## config.mk

```make
export PLATFORM = sky130hd
export DESIGN_NAME = xmodem_crc_sender_top
export DESIGN_NICKNAME = d
export VERILOG_FILES = /design/src/rtl/xcs_pkg.sv /design/src/rtl/xcs_out_buf.sv /design/src/rtl/xmodem_crc_sender_top.sv
export SDC_FILE = /design/constraint.sdc
export NUM_CORES = 2
export LEC_CHECK = 0
export BUFFER_PORTS_ARGS = -buffer_cell sky130_fd_sc_hd__buf_2
export CAP_MARGIN = 10
export CORE_UTILIZATION = 40
export CTS_BUF_LIST = sky130_fd_sc_hd__clkbuf_16
export DETAILED_ROUTE_END_ITERATION = 8
export PLACE_DENSITY = 0.6
export SKIP_LAST_GASP = 1
export SLEW_MARGIN = 10
export SYNTH_ARGS = -nofsm -noshare
export SYNTH_HDL_FRONTEND = slang
export SYNTH_HIERARCHICAL = 1
export SYNTH_SLANG_ARGS = --single-unit
```

## constraint.sdc

```tcl
create_clock -name aclk -period 12.38 [get_ports aclk]
set_input_delay 0.619 -clock aclk [delete_from_list [all_inputs] [get_ports aclk]]
set_output_delay 0.619 -clock aclk [all_outputs]
set_load 0.02 [all_outputs]
```

## src/rtl/xcs_pkg.sv

```systemverilog
// Types, protocol constants and the CRC step of the XMODEM-CRC sender.
package xcs_pkg;

    localparam int BLOCK_BYTES_DEF = 128;

    // Protocol bytes
    localparam logic [7:0] PAD_BYTE = 8'h1A;
    localparam logic [7:0] SOH_BYTE = 8'h01;
    localparam logic [7:0] EOT_BYTE = 8'h04;
    localparam logic [7:0] ACK_BYTE = 8'h06;
    localparam logic [7:0] NAK_BYTE = 8'h15;
    localparam logic [7:0] CAN_BYTE = 8'h18;

    // Register reset values
    localparam logic [7:0] READY_CODE_RST    = 8'd67;
    localparam logic [7:0] ATTEMPT_LIMIT_RST = 8'd20;

    // Register map (word index)
    localparam logic REG_READY_CODE    = 1'b0;
    localparam logic REG_ATTEMPT_LIMIT = 1'b1;

    // Result kinds
    localparam logic KIND_BYTE   = 1'b0;
    localparam logic KIND_STATUS = 1'b1;

    // Final status codes
    localparam logic [2:0] ST_OK        = 3'd0;
    localparam logic [2:0] ST_RETRIES   = 3'd1;
    localparam logic [2:0] ST_CANCELLED = 3'd2;
    localparam logic [2:0] ST_UNKNOWN   = 3'd3;
    localparam logic [2:0] ST_EOT_NACK  = 3'd4;
    localparam logic [2:0] ST_TIMEOUT   = 3'd5;

    typedef enum logic [1:0] {
        CMD_LOAD    = 2'd0,
        CMD_SLOT    = 2'd1,
        CMD_REPLY   = 2'd2,
        CMD_TIMEOUT = 2'd3
    } cmd_t;

    typedef enum logic [11:0] {
        PH_WAIT_READY   = 12'b0000_0000_0001,
        PH_LOAD         = 12'b0000_0000_0010,
        PH_SEND         = 12'b0000_0000_0100,
        PH_WAIT_ACK     = 12'b0000_0000_1000,
        PH_EOT_SEND     = 12'b0000_0001_0000,
        PH_EOT_WAIT     = 12'b0000_0010_0000,
        PH_ABORT_CAN    = 12'b0000_0100_0000,
        PH_ABORT_UNK    = 12'b0000_1000_0000,
        PH_REPORT_RETRY = 12'b0001_0000_0000,
        PH_REPORT_CAN   = 12'b0010_0000_0000,
        PH_REPORT_UNK   = 12'b0100_0000_0000,
        PH_DONE         = 12'b1000_0000_0000
    } phase_t;

    typedef struct packed {
        logic       out_kind;
        logic [7:0] tx_byte;
        logic [2:0] status;
    } xcs_result_t;

    // One byte of CRC-16, polynomial 0x1021, MSB first
    function automatic logic [15:0] crc16_step(logic [15:0] crc, logic [7:0] b);
        logic [15:0] c;
        c = crc ^ {b, 8'h00};
        for (int i = 0; i < 8; i++) begin
            c = c[15] ? ((c << 1) ^ 16'h1021) : (c << 1);
        end
        return c;
    endfunction

endpackage

```

## src/rtl/xcs_out_buf.sv

```systemverilog
// Two-entry result buffer: output register plus skid stage.
module xcs_out_buf (
    input  logic                 aclk,
    input  logic                 aresetn,
    input  logic                 in_valid,
    input  xcs_pkg::xcs_result_t in_result,
    output logic                 in_ready,
    output logic                 m_valid,
    output xcs_pkg::xcs_result_t m_result,
    input  logic                 m_ready
);
    import xcs_pkg::*;

    logic        out_valid_reg;
    logic        skid_valid_reg;
    xcs_result_t out_data_reg;
    xcs_result_t skid_data_reg;
    logic        drain_skid;
    logic        load_out;
    logic        load_skid;

    // Skid drains first; new words go to the output when it frees up
    assign drain_skid = out_valid_reg && m_ready && skid_valid_reg;
    assign load_out   = !drain_skid && in_valid && (!out_valid_reg || m_ready);
    assign load_skid  = !drain_skid && in_valid && out_valid_reg && !m_ready;

    always_ff @(posedge aclk) begin
        if (!aresetn) begin
            out_valid_reg  <= 1'b0;
            skid_valid_reg <= 1'b0;
        end else begin
            if (drain_skid) begin
                skid_valid_reg <= 1'b0;
            end else if (load_out) begin
                out_valid_reg <= 1'b1;
            end else if (load_skid) begin
                skid_valid_reg <= 1'b1;
            end else if (m_ready) begin
                out_valid_reg <= 1'b0;
            end
        end
    end

    // Payload needs no reset
    always_ff @(posedge aclk) begin
        if (drain_skid) begin
            out_data_reg <= skid_data_reg;
        end else if (load_out) begin
            out_data_reg <= in_result;
        end
        if (load_skid) begin
            skid_data_reg <= in_result;
        end
    end

    assign in_ready = !skid_valid_reg;
    assign m_valid  = out_valid_reg;
    assign m_result = out_data_reg;

endmodule

```

## src/rtl/xmodem_crc_sender_top.sv

```systemverilog
// XMODEM-CRC sender: protocol sequencer, block buffer and APB registers.
//
// Takes one input word per cycle, back to back, while s_ready is high, with
// a result (a line byte or the final status) at most one per word, registered
// at acceptance. The whole protocol step, including a byte-wide CRC-16
// update, is done combinationally from the accepted word to the result
// register. The block buffer is a RAM with one write port and one registered
// read port; the read is fetched one slot ahead from the next send position,
// so payload bytes also go out one per cycle while s_ready is high.
// A two-entry output buffer keeps input flowing while a result waits; input
// stalls only when both entries are full. The buffer needs no clearing after
// reset: bytes past the fill count are sent as 0x1A padding. Registers:
// ready_code at 0x0, attempt_limit at 0x4 (low 8 bits of pwdata); write them
// only while the block is idle.
module xmodem_crc_sender_top #(
    parameter int BLOCK_BYTES = xcs_pkg::BLOCK_BYTES_DEF
) (
    input  logic        aclk,
    input  logic        aresetn,
    // APB configuration
    input  logic        psel,
    input  logic        penable,
    input  logic        pwrite,
    input  logic [2:0]  paddr,
    input  logic [31:0] pwdata,
    output logic [31:0] prdata,
    output logic        pready,
    // Input words
    input  logic        s_valid,
    output logic        s_ready,
    input  logic [1:0]  s_command,
    input  logic [7:0]  s_data_byte,
    input  logic        s_last_of_image,
    // Results
    output logic        m_valid,
    input  logic        m_ready,
    output logic        m_out_kind,
    output logic [7:0]  m_tx_byte,
    output logic [2:0]  m_status
);
    import xcs_pkg::*;

    localparam int ADDR_W = $clog2(BLOCK_BYTES);
    localparam int CNT_W  = $clog2(BLOCK_BYTES + 1);
    localparam int POS_W  = $clog2(BLOCK_BYTES + 5);

    localparam logic [CNT_W-1:0] FULL_CNT  = CNT_W'(BLOCK_BYTES);
    localparam logic [POS_W-1:0] DATA_POS  = POS_W'(3);
    localparam logic [POS_W-1:0] CRC_H_POS = POS_W'(BLOCK_BYTES + 3);

    // Configuration
    logic [7:0] ready_code_reg;
    logic [7:0] attempt_limit_reg;

    // Protocol state
    phase_t           phase_reg,    phase_next;
    logic [CNT_W-1:0] fill_reg,     fill_next;
    logic [POS_W-1:0] pos_reg,      pos_next;
    logic [7:0]       seq_reg,      seq_next;
    logic [7:0]       attempts_reg, attempts_next;
    logic [15:0]      crc_reg,      crc_next;
    logic             fin_reg,      fin_next;

    // Block buffer
    logic [7:0]        buf_mem [BLOCK_BYTES];
    logic [7:0]        rd_data_reg;
    logic              mem_we;
    logic [ADDR_W-1:0] rd_addr;
    logic [CNT_W-1:0]  data_idx;
    logic [CNT_W-1:0]  fill_inc;
    logic [7:0]        pay_byte;

    logic        accept;
    cmd_t        cmd;
    logic        res_valid;
    xcs_result_t res;
    xcs_result_t m_result;

    // APB register file
    assign pready = 1'b1;
    assign prdata = (paddr[2] == REG_ATTEMPT_LIMIT) ? {24'd0, attempt_limit_reg}
                                                    : {24'd0, ready_code_reg};

    always_ff @(posedge aclk) begin
        if (!aresetn) begin
            ready_code_reg    <= READY_CODE_RST;
            attempt_limit_reg <= ATTEMPT_LIMIT_RST;
        end else if (psel && penable && pwrite) begin
            if (paddr[2] == REG_ATTEMPT_LIMIT) begin
                attempt_limit_reg <= pwdata[7:0];
            end else begin
                ready_code_reg <= pwdata[7:0];
            end
        end
    end

    assign accept   = s_valid && s_ready;
    assign cmd      = cmd_t'(s_command);
    assign data_idx = CNT_W'(pos_reg - DATA_POS);
    assign fill_inc = fill_reg + CNT_W'(1);
    assign pay_byte = (data_idx < fill_reg) ? rd_data_reg : PAD_BYTE;

    // One protocol step per accepted word
    always_comb begin
        phase_next    = phase_reg;
        fill_next     = fill_reg;
        pos_next      = pos_reg;
        seq_next      = seq_reg;
        attempts_next = attempts_reg;
        crc_next      = crc_reg;
        fin_next      = fin_reg;
        mem_we        = 1'b0;
        res_valid     = 1'b0;
        res           = '{out_kind: KIND_BYTE, tx_byte: 8'd0, status: ST_OK};

        if (accept) begin
            case (cmd)
                CMD_LOAD: begin
                    if (phase_reg == PH_LOAD && fill_reg < FULL_CNT) begin
                        mem_we    = 1'b1;
                        fill_next = fill_inc;
                        if (s_last_of_image) begin
                            fin_next = 1'b1;
                        end
                        if (fill_inc == FULL_CNT || s_last_of_image) begin
                            phase_next    = PH_SEND;
                            pos_next      = '0;
                            attempts_next = attempt_limit_reg;
                        end
                    end
                end
                CMD_SLOT: begin
                    case (phase_reg)
                        PH_SEND: begin
                            res_valid = 1'b1;
                            if (pos_reg == '0) begin
                                if (attempts_reg == 8'd0) begin
                                    phase_next  = PH_REPORT_RETRY;
                                    res.tx_byte = EOT_BYTE;
                                end else begin
                                    attempts_next = attempts_reg - 8'd1;
                                    crc_next      = 16'd0;
                                    pos_next      = POS_W'(1);
                                    res.tx_byte   = SOH_BYTE;
                                end
                            end else if (pos_reg == POS_W'(1)) begin
                                pos_next    = POS_W'(2);
                                res.tx_byte = seq_reg;
                            end else if (pos_reg == POS_W'(2)) begin
                                pos_next    = DATA_POS;
                                res.tx_byte = ~seq_reg;
                            end else if (pos_reg < CRC_H_POS) begin
                                crc_next    = crc16_step(crc_reg, pay_byte);
                                pos_next    = pos_reg + POS_W'(1);
                                res.tx_byte = pay_byte;
                            end else if (pos_reg == CRC_H_POS) begin
                                pos_next    = pos_reg + POS_W'(1);
                                res.tx_byte = crc_reg[15:8];
                            end else begin
                                pos_next    = '0;
                                phase_next  = PH_WAIT_ACK;
                                res.tx_byte = crc_reg[7:0];
                            end
                        end
                        PH_EOT_SEND: begin
                            res_valid   = 1'b1;
                            res.tx_byte = EOT_BYTE;
                            phase_next  = PH_EOT_WAIT;
                        end
                        PH_ABORT_CAN: begin
                            res_valid   = 1'b1;
                            res.tx_byte = EOT_BYTE;
                            phase_next  = PH_REPORT_CAN;
                        end
                        PH_ABORT_UNK: begin
                            res_valid   = 1'b1;
                            res.tx_byte = EOT_BYTE;
                            phase_next  = PH_REPORT_UNK;
                        end
                        PH_REPORT_RETRY: begin
                            res_valid    = 1'b1;
                            res.out_kind = KIND_STATUS;
                            res.status   = ST_RETRIES;
                            phase_next   = PH_DONE;
                        end
                        PH_REPORT_CAN: begin
                            res_valid    = 1'b1;
                            res.out_kind = KIND_STATUS;
                            res.status   = ST_CANCELLED;
                            phase_next   = PH_DONE;
                        end
                        PH_REPORT_UNK: begin
                            res_valid    = 1'b1;
                            res.out_kind = KIND_STATUS;
                            res.status   = ST_UNKNOWN;
                            phase_next   = PH_DONE;
                        end
                        default: begin
                        end
                    endcase
                end
                CMD_REPLY: begin
                    case (phase_reg)
                        PH_WAIT_READY: begin
                            if (s_data_byte == ready_code_reg) begin
                                phase_next = PH_LOAD;
                                fill_next  = '0;
                            end
                        end
                        PH_WAIT_ACK: begin
                            if (s_data_byte == ACK_BYTE) begin
                                seq_next   = seq_reg + 8'd1;
                                fill_next  = '0;
                                phase_next = fin_reg ? PH_EOT_SEND : PH_LOAD;
                            end else if (s_data_byte == NAK_BYTE) begin
                                pos_next   = '0;
                                phase_next = PH_SEND;
                            end else if (s_data_byte == CAN_BYTE) begin
                                phase_next = PH_ABORT_CAN;
                            end else begin
                                phase_next = PH_ABORT_UNK;
                            end
                        end
                        PH_EOT_WAIT: begin
                            res_valid    = 1'b1;
                            res.out_kind = KIND_STATUS;
                            res.status   = (s_data_byte == ACK_BYTE) ? ST_OK : ST_EOT_NACK;
                            phase_next   = PH_DONE;
                        end
                        default: begin
                        end
                    endcase
                end
                CMD_TIMEOUT: begin
                    if (phase_reg inside {PH_WAIT_READY, PH_WAIT_ACK, PH_EOT_WAIT}) begin
                        res_valid    = 1'b1;
                        res.out_kind = KIND_STATUS;
                        res.status   = ST_TIMEOUT;
                        phase_next   = PH_DONE;
                    end
                end
                default: begin
                end
            endcase
        end
    end

    always_ff @(posedge aclk) begin
        if (!aresetn) begin
            phase_reg    <= PH_WAIT_READY;
            fill_reg     <= '0;
            pos_reg      <= '0;
            seq_reg      <= 8'd1;
            attempts_reg <= 8'd0;
            crc_reg      <= 16'd0;
            fin_reg      <= 1'b0;
        end else begin
            phase_reg    <= phase_next;
            fill_reg     <= fill_next;
            pos_reg      <= pos_next;
            seq_reg      <= seq_next;
            attempts_reg <= attempts_next;
            crc_reg      <= crc_next;
            fin_reg      <= fin_next;
        end
    end

    // Buffer RAM: read address tracks the next send position, so the byte
    // for the coming payload slot is already registered
    assign rd_addr = ADDR_W'(pos_next - DATA_POS);

    always_ff @(posedge aclk) begin
        if (mem_we) begin
            buf_mem[fill_reg[ADDR_W-1:0]] <= s_data_byte;
        end
        rd_data_reg <= buf_mem[rd_addr];
    end

    // Result register and skid stage
    xcs_out_buf u_out_buf (
        .aclk      (aclk),
        .aresetn   (aresetn),
        .in_valid  (res_valid),
        .in_result (res),
        .in_ready  (s_ready),
        .m_valid   (m_valid),
        .m_result  (m_result),
        .m_ready   (m_ready)
    );

    assign m_out_kind = m_result.out_kind;
    assign m_tx_byte  = m_result.tx_byte;
    assign m_status   = m_result.status;

endmodule

```

==> results.json <==
{
  "post-route-drc-count": 0,
  "synth_edf_count": 1048,
  "leakagePower_nw": 16.7,
  "clock_latency_ns": 0.70,
  "post-route-period-util_pct": 51.7,
  "cts_hold_buf": 0,
  "first_global_vias": 25300,
  "ant_nets": 0,
  "r2r-end": "rd_data_reg[7]",
  "syn2layout_area_growth_pct": 11.2,
  "drive_above_1_share_pct": 19.7,
  "worst_pin_slew_ns": 1.15,
  "overflow": 0,
  "dp_hpwl_um": 68500,
  "largest_reg_flops": 1024,
  "maxSlewViolCount": 0,
  "p_sw_share_pct": 20.6,
  "die_y_um": 343,
  "grt_max_degree": 148,
  "start_kind": "flop",
  "h-tree-depth": 3,
  "r2r_cells": 14,
  "critPathArrivalTime_ns": 7.04,
  "dr.first_iter.drc_count": 3073,
  "synth_area_um2": 46600,
  "clk_pin_slew_worst_paths_ns": 0.06,
  "cts_resized": 0,
  "cts_buffer_depth": 3,
  "wl_um": 114000,
  "path_class": "reg -> reg",
  "hold_end": "attempt_limit_reg[4]",
  "final_common_cell": "edfxtp_1",
  "clock-root-buffer": "clkbuf_16",
  "p_int_mw": 5.95,
  "rows": 124,
  "post_cts_buffers": 0,
  "vias": 25100,
  "synth_seq_cells": 1135,
  "start_util_pct": 40.5,
  "avgSynthCellArea_um2": 17.2,
  "viasPerCell": 5.74,
  "gp_congestion": 0.806,
  "grt_pass1_wl_um": 169000,
  "ys_types": 83,
  "peakVddDrop_mv": 0.123,
  "grt_usage_pct": 19.5,
  "ys_seq_area_share_pct": 71.3,
  "preCtsSetupSlack_ns": 5.58,
  "rr_startpoint": "phase_reg[4]",
  "rsz0062_at_grt": "false",
  "combPwrFrac_pct": 1.8,
  "hold_start": "pwdata[4]",
  "whs_path_depth": 3,
  "holdCritPathClass": "in -> reg",
  "reg2reg_slack_ns": 5.97,
  "tritoncts": "built",
  "final_cell_mix": "edfxtp_1 (1048), mux4_2 (263), nand2_1 (258), nor2_1 (225), clkbuf_16 (113)",
  "end_kind": "flop",
  "power.total_mw": 7.49,
  "max_freq_mhz": 156,
  "cp.required_ns": 13.01,
  "hold_viol": 0,
  "cts_buffers": 113,
  "die_area_um2": 118000,
  "antenna_found_initial": 5,
  "outcome": "finished, final reports clean",
  "p_clk_share_pct": 42.2,
  "io_buffers": 48,
  "setup_slack_ns": 5.97,
  "routedWlPerCell_um": 26.2,
  "dr.pass1.iters": 6,
  "synth_warnings": 6,
  "diodes": 0,
  "postSynthCellCount": 2711,
  "maxCapViolCount": 0,
  "power_switching_mw": 1.55,
  "fin_setup_tns_ns": 0,
  "worstPathMaxFanout": 111,
  "power.density_nw_per_um2": 145,
  "ys_async_sr_fraction_pct": 0,
  "nets": 2838,
  "core_region_area_um2": 115000,
  "period_minus_slack_ns": 6.41,
  "clock-sinks": 1135,
  "synthFlopType": "edfxtp_1",
  "clock_skew_ns": 0.0444,
  "slew_headroom_pct": 23.5,
  "pin_count": 100,
  "fp.dieW_um": 343,
  "setup_violations": 0,
  "seq_power_share_pct": 55.9
}
## synthesized netlist by cell type, drive strengths merged (4+ instances only)
cell	n	share of area (%)
a211oi	9	0.14
a21boi	4	0.064
a21o	8	0.13
a21oi	69	0.80
a221oi	10	0.19
a22o	4	0.094
a22oi	13	0.27
a31oi	31	0.42
a32oi	16	0.30
and2	15	0.20
and3	13	0.18
and4	7	0.13
buf	88	1.3
clkbuf	80	0.64
dfxtp	87	3.7
edfxtp	1048	68
ha	16	0.43
inv	23	0.19
mux2	20	0.56
mux2i	37	0.79
mux4	264	13
nand2	262	2.1
nand2b	9	0.12
nand3	101	1.1
nand4	25	0.34
nor2	225	1.8
nor2b	8	0.11
nor3	26	0.28
nor3b	5	0.081
nor4	13	0.19
o2111ai	5	0.16
o211ai	4	0.064
o21a	5	0.081
o21ai	48	0.52
o22ai	4	0.054
or2	4	0.054
or3	9	0.12
or4	5	0.089
xnor2	27	0.62
xor2	27	0.51
## worst max-delay path, stage by stage, from the launching register on
cell	delay [ns]
dfxtp_1	0.36
nor4_1	0.65
nand4_1	0.40
a21oi_4	0.39
nand4_1	0.23
o21ai_4	0.20
buf_12	0.53
inv_2	0.19
ha_4	0.83
buf_4	0.87
mux4_2	0.38
mux2i_1	0.11
a221oi_1	0.62
a32oi_1	0.26
mux2i_1	0.19
## power groups by stage
| stage | Sequential [mW] | Clock (mW) | Combinational (mW) |
|---|---|---|---|
| 6_report | 4.19 | 3.17 | 0.136 |
| 5_1_grt | 4.19 | 3.36 | 0.148 |
| 4_1_cts | 4.19 | 3.22 | 0.138 |
| 3_5_place_dp | 4.27 | 0 | 0.137 |
| 3_3_place_gp | 4.27 | 0 | 0.131 |
| 2_1_floorplan | 4.27 | 0 | 0.0519 |
## layout make-up
class                      count  area [µm²]
timing repair buffer          88         598
sequential                  1135       33200
tap                         1512        1890
clock inverter                95         588
clock buffer                 113        2830
inverter                      26         103
fill                        9790       63100
multi-input combinational   1405       12600
## how the worst max path moves through the flow
stage | from | endpoint | slack, ns | cells after the start
CTS | phase_reg[4] | rd_data_reg[1] | 5.74 | 15
finish | phase_reg[4] | rd_data_reg[7] | 5.97 | 14
floorplan | pos_reg[3] | rd_data_reg[6] | 7.88 | 18
global route | phase_reg[4] | rd_data_reg[7] | 5.44 | 14
detailed placement | s_data_byte[2] | rd_data_reg[1] | 5.58 | 15
global placement | s_data_byte[2] | rd_data_reg[3] | 5.68 | 15
## cells by family (layout without fill, tap and decap cells)
group / count (synthesis) / in the layout / share of synthesized area, %
DFF: 1135 / 1135 / 71.3
and+or+nand+nor: 737 / 737 / 7.11
muxes: 321 / 321 / 14.1
AOI/OAI and AO/OA: 252 / 252 / 3.79
buffers and inverters: 194 / 322 / 2.12
xor gates and xnor gates: 54 / 54 / 1.13
adders and majority gates: 16 / 16 / 0.430
other: 2 / 25 / 0.0161
## per-stage QoR
| stage | std cells | util, % | hold slack (ns) | instance area (µm²) |
|---|---|---|---|---|
| final | 4374 | 45.1 | 0.162 | 51800 |
| after global routing | 4374 | 45.1 | 0.135 | 51800 |
| after CTS | 4374 | 45.1 | 0.116 | 51800 |
| after detailed placement | 4166 | 42.1 | 0.455 | 48400 |
| after global placement | 4165 | 42.1 | 0.459 | 48400 |
| after floorplan | 2734 | - | 0.437 | 46700 |
## layer usage
metal  up-vias  track usage, %  part of all wire, %  routed length (µm)
met4         0            5.27                  2.5                2820
met1     13100            27.6                   42               48100
li1      10800               -                    -                   -
met3       183            3.55                  7.6                8720
met2      1012            31.1                   48               54700
met5         -               0                    0                   0
Note: power is estimated with default switching activity, not from simulation.
